[config.mk]
export PLATFORM = sky130hd
export DESIGN_NAME = rgb_to_hsv_converter_flat
export DESIGN_NICKNAME = d
export VERILOG_FILES = /design/src/design/rgbhsv_pkg.sv /design/src/design/rgbhsv_pix_if.sv /design/src/design/rgbhsv_hsv_if.sv /design/src/design/rgb_to_hsv_converter.sv /design/src/design/rgbhsv_prep.sv /design/src/design/rgbhsv_div_cell.sv /design/src/design/rgbhsv_post.sv /design/src/flat_wrapper.sv
export SDC_FILE = /design/constraint.sdc
export NUM_CORES = 1
export LEC_CHECK = 0
export BUFFER_PORTS_ARGS = -buffer_cell sky130_fd_sc_hd__buf_2
export CAP_MARGIN = 15
export CORE_ASPECT_RATIO = 0.5
export CORE_MARGIN = 3
export CORE_UTILIZATION = 60
export DETAILED_ROUTE_END_ITERATION = 10
export PLACE_DENSITY = 0.79
export SLEW_MARGIN = 20
export SYNTH_ARGS = -nofsm -noshare
export SYNTH_HDL_FRONTEND = slang
export SYNTH_HIERARCHICAL = 1
export SYNTH_SLANG_ARGS = --single-unit
[constraint.sdc]
create_clock -name clk -period 22.2 [get_ports clk]
set_input_delay 6.66 -clock clk [delete_from_list [all_inputs] [get_ports clk]]
set_output_delay 6.66 -clock clk [all_outputs]
set_load 0.005 [all_outputs]
[src/design/rgbhsv_pkg.sv]
package rgbhsv_pkg;

  // Which channel holds the maximum, and so which 60-degree sector applies.
  typedef enum logic [1:0] {
    SECTOR_RED,
    SECTOR_GREEN,
    SECTOR_BLUE
  } sector_t;

  // Hue bookkeeping that rides alongside the division row.
  typedef struct packed {
    sector_t sector;
    logic    neg;
  } hue_ctl_t;

  localparam int HUE_BITS = 13;
  localparam int SAT_BITS = 8;
  localparam int BRI_BITS = 8;
  localparam int SAT_FULL = 255;

endpackage

[src/design/rgbhsv_pix_if.sv]
interface rgbhsv_pix_if #(
  parameter int CHANNEL_BITS = 8
);
  logic                    valid;
  logic                    ready;
  logic [CHANNEL_BITS-1:0] red;
  logic [CHANNEL_BITS-1:0] green;
  logic [CHANNEL_BITS-1:0] blue;

  modport source (output valid, output red, output green, output blue, input ready);
  modport sink (input valid, input red, input green, input blue, output ready);
endinterface

[src/design/rgbhsv_hsv_if.sv]
interface rgbhsv_hsv_if;
  logic                          valid;
  logic                          ready;
  logic [rgbhsv_pkg::HUE_BITS-1:0] hue;
  logic [rgbhsv_pkg::SAT_BITS-1:0] saturation;
  logic [rgbhsv_pkg::BRI_BITS-1:0] brightness;

  modport source (output valid, output hue, output saturation, output brightness,
                  input ready);
  modport sink (input valid, input hue, input saturation, input brightness,
                output ready);
endinterface

[src/design/rgb_to_hsv_converter.sv]
// Pipeline: a set-up stage for the extremum and numerators, one division cell per quotient
// bit (10 cells with the default 16 hue steps per degree), then the output register.
// Throughput: one pixel per clock while out_hsv.ready does not hold the pipeline back;
// every division cell is a pipeline stage of its own.
// Reset clears only the stage valid flags; the datapath registers are left as they are.
module rgb_to_hsv_converter #(
  parameter int CHANNEL_BITS         = 8,
  parameter int HUE_STEPS_PER_DEGREE = 16
) (
  input  logic clk,
  input  logic rst_n,
  rgbhsv_pix_if.sink   in_pix,
  rgbhsv_hsv_if.source out_hsv
);

  localparam int CB     = CHANNEL_BITS;
  localparam int SECTOR = 60 * HUE_STEPS_PER_DEGREE;
  localparam int CIRCLE = 360 * HUE_STEPS_PER_DEGREE;
  localparam int QH     = $clog2(SECTOR + 1);
  localparam int L      = (QH > rgbhsv_pkg::SAT_BITS) ? QH : rgbhsv_pkg::SAT_BITS;
  localparam int NSW    = CB + 9;
  localparam int NHW    = CB + QH + 1;
  localparam int DW     = CB + 1;
  localparam int HW     = QH + 3;

  // Stage 0 is the set-up stage, stages 1..L the division cells, stage L+1 the output.
  logic [L+1:0] stage_v;
  logic [L+2:0] stage_rdy;

  logic [NSW-1:0]                 ns_a  [0:L];
  logic [DW-1:0]                  ds_a  [0:L];
  logic [L-1:0]                   qs_a  [0:L];
  logic [NHW-1:0]                 nh_a  [0:L];
  logic [DW-1:0]                  dh_a  [0:L];
  logic [L-1:0]                   qh_a  [0:L];
  rgbhsv_pkg::hue_ctl_t           ctl_a [0:L];
  logic [rgbhsv_pkg::BRI_BITS-1:0] bri_a [0:L];
  logic [HW-1:0]                  hue_full;

  // A stage may load when it is empty or its successor is loading too.
  assign stage_rdy[L+2] = out_hsv.ready;
  for (genvar i = 0; i <= L + 1; i++) begin : g_rdy
    assign stage_rdy[i] = !stage_v[i] || stage_rdy[i+1];
  end

  assign in_pix.ready = stage_rdy[0];
  assign qs_a[0]      = '0;
  assign qh_a[0]      = '0;

  rgbhsv_prep #(
    .CB     (CB),
    .SECTOR (SECTOR),
    .NSW    (NSW),
    .NHW    (NHW),
    .DW     (DW)
  ) u_prep (
    .clk   (clk),
    .rst_n (rst_n),
    .en    (stage_rdy[0]),
    .v_i   (in_pix.valid),
    .red   (in_pix.red),
    .green (in_pix.green),
    .blue  (in_pix.blue),
    .v_r   (stage_v[0]),
    .ns_r  (ns_a[0]),
    .ds_r  (ds_a[0]),
    .nh_r  (nh_a[0]),
    .dh_r  (dh_a[0]),
    .ctl_r (ctl_a[0]),
    .bri_r (bri_a[0])
  );

  for (genvar k = 1; k <= L; k++) begin : g_cell
    rgbhsv_div_cell #(
      .L     (L),
      .SHIFT (L - k),
      .NSW   (NSW),
      .NHW   (NHW),
      .DW    (DW)
    ) u_cell (
      .clk   (clk),
      .rst_n (rst_n),
      .en    (stage_rdy[k]),
      .v_i   (stage_v[k-1]),
      .ns_i  (ns_a[k-1]),
      .ds_i  (ds_a[k-1]),
      .qs_i  (qs_a[k-1]),
      .nh_i  (nh_a[k-1]),
      .dh_i  (dh_a[k-1]),
      .qh_i  (qh_a[k-1]),
      .ctl_i (ctl_a[k-1]),
      .bri_i (bri_a[k-1]),
      .v_r   (stage_v[k]),
      .ns_r  (ns_a[k]),
      .ds_r  (ds_a[k]),
      .qs_r  (qs_a[k]),
      .nh_r  (nh_a[k]),
      .dh_r  (dh_a[k]),
      .qh_r  (qh_a[k]),
      .ctl_r (ctl_a[k]),
      .bri_r (bri_a[k])
    );
  end

  rgbhsv_post #(
    .L      (L),
    .SECTOR (SECTOR),
    .CIRCLE (CIRCLE),
    .HW     (HW)
  ) u_post (
    .clk   (clk),
    .rst_n (rst_n),
    .en    (stage_rdy[L+1]),
    .v_i   (stage_v[L]),
    .qs_i  (qs_a[L]),
    .qh_i  (qh_a[L]),
    .ctl_i (ctl_a[L]),
    .bri_i (bri_a[L]),
    .v_r   (stage_v[L+1]),
    .hue_r (hue_full),
    .sat_r (out_hsv.saturation),
    .bri_r (out_hsv.brightness)
  );

  assign out_hsv.valid = stage_v[L+1];
  assign out_hsv.hue   = rgbhsv_pkg::HUE_BITS'(hue_full);

  // With the output register empty nothing can hold the pipeline back.
  a_ready_when_drained: assert property (@(posedge clk) disable iff (!rst_n)
    !out_hsv.valid |-> in_pix.ready)
    else $error("input stalled with empty output stage");

  a_reset_empties: assert property (@(posedge clk)
    !rst_n |=> !out_hsv.valid)
    else $error("result offered straight after reset");

endmodule

[src/design/rgbhsv_prep.sv]
module rgbhsv_prep #(
  parameter int CB     = 8,
  parameter int SECTOR = 960,
  parameter int NSW    = 17,
  parameter int NHW    = 19,
  parameter int DW     = 9
) (
  input  logic                          clk,
  input  logic                          rst_n,
  input  logic                          en,
  input  logic                          v_i,
  input  logic [CB-1:0]                 red,
  input  logic [CB-1:0]                 green,
  input  logic [CB-1:0]                 blue,
  output logic                          v_r,
  output logic [NSW-1:0]                ns_r,
  output logic [DW-1:0]                 ds_r,
  output logic [NHW-1:0]                nh_r,
  output logic [DW-1:0]                 dh_r,
  output rgbhsv_pkg::hue_ctl_t          ctl_r,
  output logic [rgbhsv_pkg::BRI_BITS-1:0] bri_r
);

  logic [CB-1:0]                 mx, mn, delta, op_a, op_b, diff;
  logic [NSW-1:0]                ns_nxt;
  logic [DW-1:0]                 ds_nxt, dh_nxt;
  logic [NHW-1:0]                nh_nxt;
  rgbhsv_pkg::hue_ctl_t          ctl_nxt;

  always_comb begin
    mx = red;
    if (green > mx) mx = green;
    if (blue > mx) mx = blue;
    mn = red;
    if (green < mn) mn = green;
    if (blue < mn) mn = blue;
    delta = mx - mn;

    // Ties go to red first, then green.
    if (mx == red) begin
      ctl_nxt.sector = rgbhsv_pkg::SECTOR_RED;
    end else if (mx == green) begin
      ctl_nxt.sector = rgbhsv_pkg::SECTOR_GREEN;
    end else begin
      ctl_nxt.sector = rgbhsv_pkg::SECTOR_BLUE;
    end

    case (ctl_nxt.sector)
      rgbhsv_pkg::SECTOR_GREEN: begin
        op_a = blue;
        op_b = red;
      end
      rgbhsv_pkg::SECTOR_BLUE: begin
        op_a = red;
        op_b = green;
      end
      default: begin
        op_a = green;
        op_b = blue;
      end
    endcase

    ctl_nxt.neg = (op_a < op_b);
    diff        = ctl_nxt.neg ? (op_b - op_a) : (op_a - op_b);

    // Numerators carry the half-divisor so that a floor division rounds.
    // A zero divisor is replaced by one with a zero numerator, giving zero.
    if (delta == '0) begin
      nh_nxt = '0;
      dh_nxt = DW'(1);
    end else begin
      nh_nxt = NHW'(diff) * NHW'(2 * SECTOR) + NHW'(delta);
      dh_nxt = {delta, 1'b0};
    end

    ns_nxt = NSW'(delta) * NSW'(2 * rgbhsv_pkg::SAT_FULL) + NSW'(mx);
    ds_nxt = (mx == '0) ? DW'(1) : {mx, 1'b0};
  end

  always_ff @(posedge clk) begin
    if (!rst_n) begin
      v_r <= 1'b0;
    end else if (en) begin
      v_r <= v_i;
    end
  end

  always_ff @(posedge clk) begin
    if (en) begin
      ns_r  <= ns_nxt;
      ds_r  <= ds_nxt;
      nh_r  <= nh_nxt;
      dh_r  <= dh_nxt;
      ctl_r <= ctl_nxt;
      bri_r <= rgbhsv_pkg::BRI_BITS'(mx);
    end
  end

endmodule

[src/design/rgbhsv_div_cell.sv]
module rgbhsv_div_cell #(
  parameter int L     = 10,
  parameter int SHIFT = 9,
  parameter int NSW   = 17,
  parameter int NHW   = 19,
  parameter int DW    = 9
) (
  input  logic                          clk,
  input  logic                          rst_n,
  input  logic                          en,
  input  logic                          v_i,
  input  logic [NSW-1:0]                ns_i,
  input  logic [DW-1:0]                 ds_i,
  input  logic [L-1:0]                  qs_i,
  input  logic [NHW-1:0]                nh_i,
  input  logic [DW-1:0]                 dh_i,
  input  logic [L-1:0]                  qh_i,
  input  rgbhsv_pkg::hue_ctl_t          ctl_i,
  input  logic [rgbhsv_pkg::BRI_BITS-1:0] bri_i,
  output logic                          v_r,
  output logic [NSW-1:0]                ns_r,
  output logic [DW-1:0]                 ds_r,
  output logic [L-1:0]                  qs_r,
  output logic [NHW-1:0]                nh_r,
  output logic [DW-1:0]                 dh_r,
  output logic [L-1:0]                  qh_r,
  output rgbhsv_pkg::hue_ctl_t          ctl_r,
  output logic [rgbhsv_pkg::BRI_BITS-1:0] bri_r
);

  localparam int SW = NSW + L;
  localparam int HW = NHW + L;

  logic [SW-1:0]  s_rem_x, s_div_x;
  logic [HW-1:0]  h_rem_x, h_div_x;
  logic           s_ge, h_ge;
  logic [NSW-1:0] ns_nxt;
  logic [NHW-1:0] nh_nxt;
  logic [L-1:0]   qs_nxt, qh_nxt;

  // One restoring step on each lane: try the divisor at this cell's weight.
  always_comb begin
    s_rem_x = SW'(ns_i);
    s_div_x = SW'(ds_i) << SHIFT;
    s_ge    = (s_rem_x >= s_div_x);
    ns_nxt  = s_ge ? NSW'(s_rem_x - s_div_x) : ns_i;
    qs_nxt  = {qs_i[L-2:0], s_ge};

    h_rem_x = HW'(nh_i);
    h_div_x = HW'(dh_i) << SHIFT;
    h_ge    = (h_rem_x >= h_div_x);
    nh_nxt  = h_ge ? NHW'(h_rem_x - h_div_x) : nh_i;
    qh_nxt  = {qh_i[L-2:0], h_ge};
  end

  always_ff @(posedge clk) begin
    if (!rst_n) begin
      v_r <= 1'b0;
    end else if (en) begin
      v_r <= v_i;
    end
  end

  always_ff @(posedge clk) begin
    if (en) begin
      ns_r  <= ns_nxt;
      ds_r  <= ds_i;
      qs_r  <= qs_nxt;
      nh_r  <= nh_nxt;
      dh_r  <= dh_i;
      qh_r  <= qh_nxt;
      ctl_r <= ctl_i;
      bri_r <= bri_i;
    end
  end

  // After this step the partial remainder must lie below the divisor at this weight.
  a_rem_bounded: assert property (@(posedge clk) disable iff (!rst_n)
    v_r |-> (SW'(ns_r) < (SW'(ds_r) << SHIFT)) && (HW'(nh_r) < (HW'(dh_r) << SHIFT)))
    else $error("division remainder out of range");

endmodule

[src/design/rgbhsv_post.sv]
module rgbhsv_post #(
  parameter int L      = 10,
  parameter int SECTOR = 960,
  parameter int CIRCLE = 5760,
  parameter int HW     = 13
) (
  input  logic                          clk,
  input  logic                          rst_n,
  input  logic                          en,
  input  logic                          v_i,
  input  logic [L-1:0]                  qs_i,
  input  logic [L-1:0]                  qh_i,
  input  rgbhsv_pkg::hue_ctl_t          ctl_i,
  input  logic [rgbhsv_pkg::BRI_BITS-1:0] bri_i,
  output logic                          v_r,
  output logic [HW-1:0]                 hue_r,
  output logic [rgbhsv_pkg::SAT_BITS-1:0] sat_r,
  output logic [rgbhsv_pkg::BRI_BITS-1:0] bri_r
);

  logic [HW-1:0] off, hue_nxt;

  always_comb begin
    off = HW'(qh_i);
    case (ctl_i.sector)
      rgbhsv_pkg::SECTOR_GREEN: begin
        hue_nxt = ctl_i.neg ? HW'(2 * SECTOR) - off : HW'(2 * SECTOR) + off;
      end
      rgbhsv_pkg::SECTOR_BLUE: begin
        hue_nxt = ctl_i.neg ? HW'(4 * SECTOR) - off : HW'(4 * SECTOR) + off;
      end
      default: begin
        // A negative red offset wraps round the full circle.
        hue_nxt = (ctl_i.neg && off != '0) ? HW'(CIRCLE) - off : off;
        if (hue_nxt >= HW'(CIRCLE)) hue_nxt = '0;
      end
    endcase
  end

  always_ff @(posedge clk) begin
    if (!rst_n) begin
      v_r <= 1'b0;
    end else if (en) begin
      v_r <= v_i;
    end
  end

  always_ff @(posedge clk) begin
    if (en) begin
      hue_r <= hue_nxt;
      sat_r <= rgbhsv_pkg::SAT_BITS'(qs_i);
      bri_r <= bri_i;
    end
  end

  a_hue_range: assert property (@(posedge clk) disable iff (!rst_n)
    v_r |-> hue_r < HW'(CIRCLE))
    else $error("hue beyond full circle");

endmodule

[src/flat_wrapper.sv]
// flat-port wrapper written by rule: the top's interface ports become plain ports
module rgb_to_hsv_converter_flat 
#(
  parameter int CHANNEL_BITS         = 8,
  parameter int HUE_STEPS_PER_DEGREE = 16
)
  (clk, rst_n, in_pix_valid, in_pix_red, in_pix_green, in_pix_blue, in_pix_ready, out_hsv_valid, out_hsv_hue, out_hsv_saturation, out_hsv_brightness, out_hsv_ready);
  rgbhsv_pix_if #(.CHANNEL_BITS(CHANNEL_BITS)) in_pix_i ();
  rgbhsv_hsv_if out_hsv_i ();
  input  logic clk;
  input  logic rst_n;
  input wire logic [$bits(in_pix_i.valid)-1:0] in_pix_valid;
  input wire logic [$bits(in_pix_i.red)-1:0] in_pix_red;
  input wire logic [$bits(in_pix_i.green)-1:0] in_pix_green;
  input wire logic [$bits(in_pix_i.blue)-1:0] in_pix_blue;
  output wire logic [$bits(in_pix_i.ready)-1:0] in_pix_ready;
  output wire logic [$bits(out_hsv_i.valid)-1:0] out_hsv_valid;
  output wire logic [$bits(out_hsv_i.hue)-1:0] out_hsv_hue;
  output wire logic [$bits(out_hsv_i.saturation)-1:0] out_hsv_saturation;
  output wire logic [$bits(out_hsv_i.brightness)-1:0] out_hsv_brightness;
  input wire logic [$bits(out_hsv_i.ready)-1:0] out_hsv_ready;
  assign in_pix_i.valid = in_pix_valid;
  assign in_pix_i.red = in_pix_red;
  assign in_pix_i.green = in_pix_green;
  assign in_pix_i.blue = in_pix_blue;
  assign in_pix_ready = in_pix_i.ready;
  assign out_hsv_valid = out_hsv_i.valid;
  assign out_hsv_hue = out_hsv_i.hue;
  assign out_hsv_saturation = out_hsv_i.saturation;
  assign out_hsv_brightness = out_hsv_i.brightness;
  assign out_hsv_i.ready = out_hsv_ready;
  rgb_to_hsv_converter #(.CHANNEL_BITS(CHANNEL_BITS), .HUE_STEPS_PER_DEGREE(HUE_STEPS_PER_DEGREE)) u_core (.clk(clk), .rst_n(rst_n), .in_pix(in_pix_i), .out_hsv(out_hsv_i));
endmodule
==> out/metrics.yaml <==
grt:
  grt_max_degree: 81
  antenna_found_initial: 0
  grt_pass1_vias: 26400
  gr-total-overflow: 0
  grt_pass1_wl_mm: 131
  grtUsageTotal: 0.211
sta:
  fin_crit_ns: 17.64
  fin_skew_ns: 0.0213
  finalHoldViolations: 0
  rsz0062_at_grt: "false"
  totalNegativeSetupSlack_ns: 0
  fmax_mhz: 56.7
  final_max_slew_viol_count: 0
  tightest_slew_ns: 1.06
  slew_headroom: 0.291
  setup_viol: 0
  period_share: 0.795
  hold_ws_ns: 0.408
worst_setup_path:
  critPathLaunch: "in_pix_red[7]"
  rr_startpoint: "u_core/g_cell[4].u_cell/ns_r[5]"
  cp_max_fo: 26
  slowest_stage: "a2111oi_2"
  crit_top_cell: "a21o_1"
  r2r_setup_slack_ns: 18.97
  path_class: "input pin to flop"
  startpoint_type: "input pin"
  slowest_delay_ns: 0.56
  required_ns: 22.53
  cp_data_arrival_time_ns: 17.97
  crit_path_end_kind: "flop"
clock_network:
  clkTransAtPathRegs_ns: 0.06
  cts.path.max_buffers: 3
  cts_buffers: 71
  cts-root-buf: "clkbuf_16"
  cts_hold_buf: 0
  htree_levels: 3
  cts_tree: "done"
  clk_latency_ns: 0.61
  cts_setup_buffers: 0
  cts-resized-gates: 0
  cts_sinks: 785
detailed_routing:
  wl_per_cell_um: 17.4
  firstDrtPassIters: 5
  drt-initial-drc-count: 1971
  vias: 26800
  wirelength_mm: 79.4
  viasPerCell: 5.86
  ant_nets: 0
  drc: 0
yosys:
  netlist_instances: 3500
  syn_area_sq_um: 43300
  yosys_warnings: 6
  synth_nets: 3893
  avgSynthCellArea_sq_um: 12.4
layout:
  final_cell_mix: "edfxtp_1 (773), inv_1 (359), ha_1 (302)"
  syn_to_final_growth_pct: 7.68
  nets: 3959
  drive_gt1_frac: 0.0978
  fillers: 4868
  post-route-cell-area_sq_um: 46600
  diodes: 0
  instances_no_fill: 4564
  layout_commonest_cell: "edfxtp_1"
die:
  fp.dieH_um: 196
  io_pins: 59
  coreArea_sq_um: 70200
  rows: 68
  fp.dieArea_sq_um: 75600
  initial_core_util: 0.617
  die_x_um: 386
placement:
  dp_cells: 4438
  placed_area_sq_um: 44400
  port_buffers: 58
  dp_hpwl_mm: 57.8
  place_congestion: 0.921
status:
  status: "finished, final reports clean"
hold_path:
  hold_class: "flop to flop"
  min_from: "u_core/g_cell[3].u_cell/bri_r[0]"
run:
  cap_viol_max_count: 0
routing by layer:
metal  vias to the layer above  global-route usage  wire length [um]
li1                      13100                   -                 -
met4                         0              0.0683              2130
met2                       807               0.357             38000
met3                       145              0.0294              3850
met5                         -                   0                 0
met1                     12700               0.283             35400
path summary, 6_finish.rpt:
kind                                      end  cells after the start
min reg2reg  u_core/g_cell[4].u_cell/bri_r[0]                      0
max reg2reg   u_core/g_cell[5].u_cell/ns_r[6]                      9
min          u_core/g_cell[4].u_cell/bri_r[0]                      0
max                    u_core/u_prep/nh_r[18]                     45
critical path, delay by kind of cell:
family,cells,cell delay (ns)
AO/OA/AOI/OAI,16,4.14
adder cells (fa/ha/maj),7,2.57
AND/OR/NAND/NOR,13,2.57
XOR/XNOR,2,0.79
buffers and inverters,5,0.64
multiplexers,2,0.59
sequential cells by signal (all words and copies together), names as in the netlist:
signal / flops
u_core/g_cell.u_cell/nh_r: 171
u_core/g_cell.u_cell/ns_r: 153
u_core/g_cell.u_cell/dh_r: 81
u_core/g_cell.u_cell/ds_r: 81
u_core/g_cell.u_cell/bri_r: 80
u_core/g_cell.u_cell/qh_r: 55
u_core/g_cell.u_cell/qs_r: 36
u_core/g_cell.u_cell/ctl_r: 30
u_core/u_prep/nh_r: 19
u_core/u_prep/ns_r: 17
u_core/u_post/hue_r: 13
u_core/g_cell.u_cell/v_r: 10
u_core/u_prep/ds_r: 9
u_core/u_post/bri_r: 8
u_core/u_post/sat_r: 8
u_core/u_prep/bri_r: 7
u_core/u_prep/ctl_r: 3
u_core/u_prep/dh_r: 2
u_core/u_post/v_r: 1
u_core/u_prep/v_r: 1
per-stage QoR:
| step | util | worst slack, ns |
|---|---|---|
| after floorplan | - | 5.38 |
| after global placement | 0.633 | 4.28 |
| after detailed placement | 0.633 | 3.99 |
| after CTS | 0.664 | 4.61 |
| after global routing | 0.665 | 3.69 |
| final | 0.665 | 4.56 |
area by class of cell:
| cell class | count | area (sq um) | area share |
|---|---|---|---|
| well taps | 945 | 1180 | 0.0253 |
| clock buffers | 90 | 1910 | 0.0410 |
| multi-input cells | 2273 | 18100 | 0.387 |
| clock inverters | 36 | 297 | 0.00636 |
| flip-flops and latches | 785 | 23500 | 0.503 |
| repair buffers | 69 | 373 | 0.00799 |
| inverters | 366 | 1380 | 0.0295 |
Power is left out: the tool's default activity adds up to more than one toggle a clock period on the data nets, which glitch-free logic cannot reach.
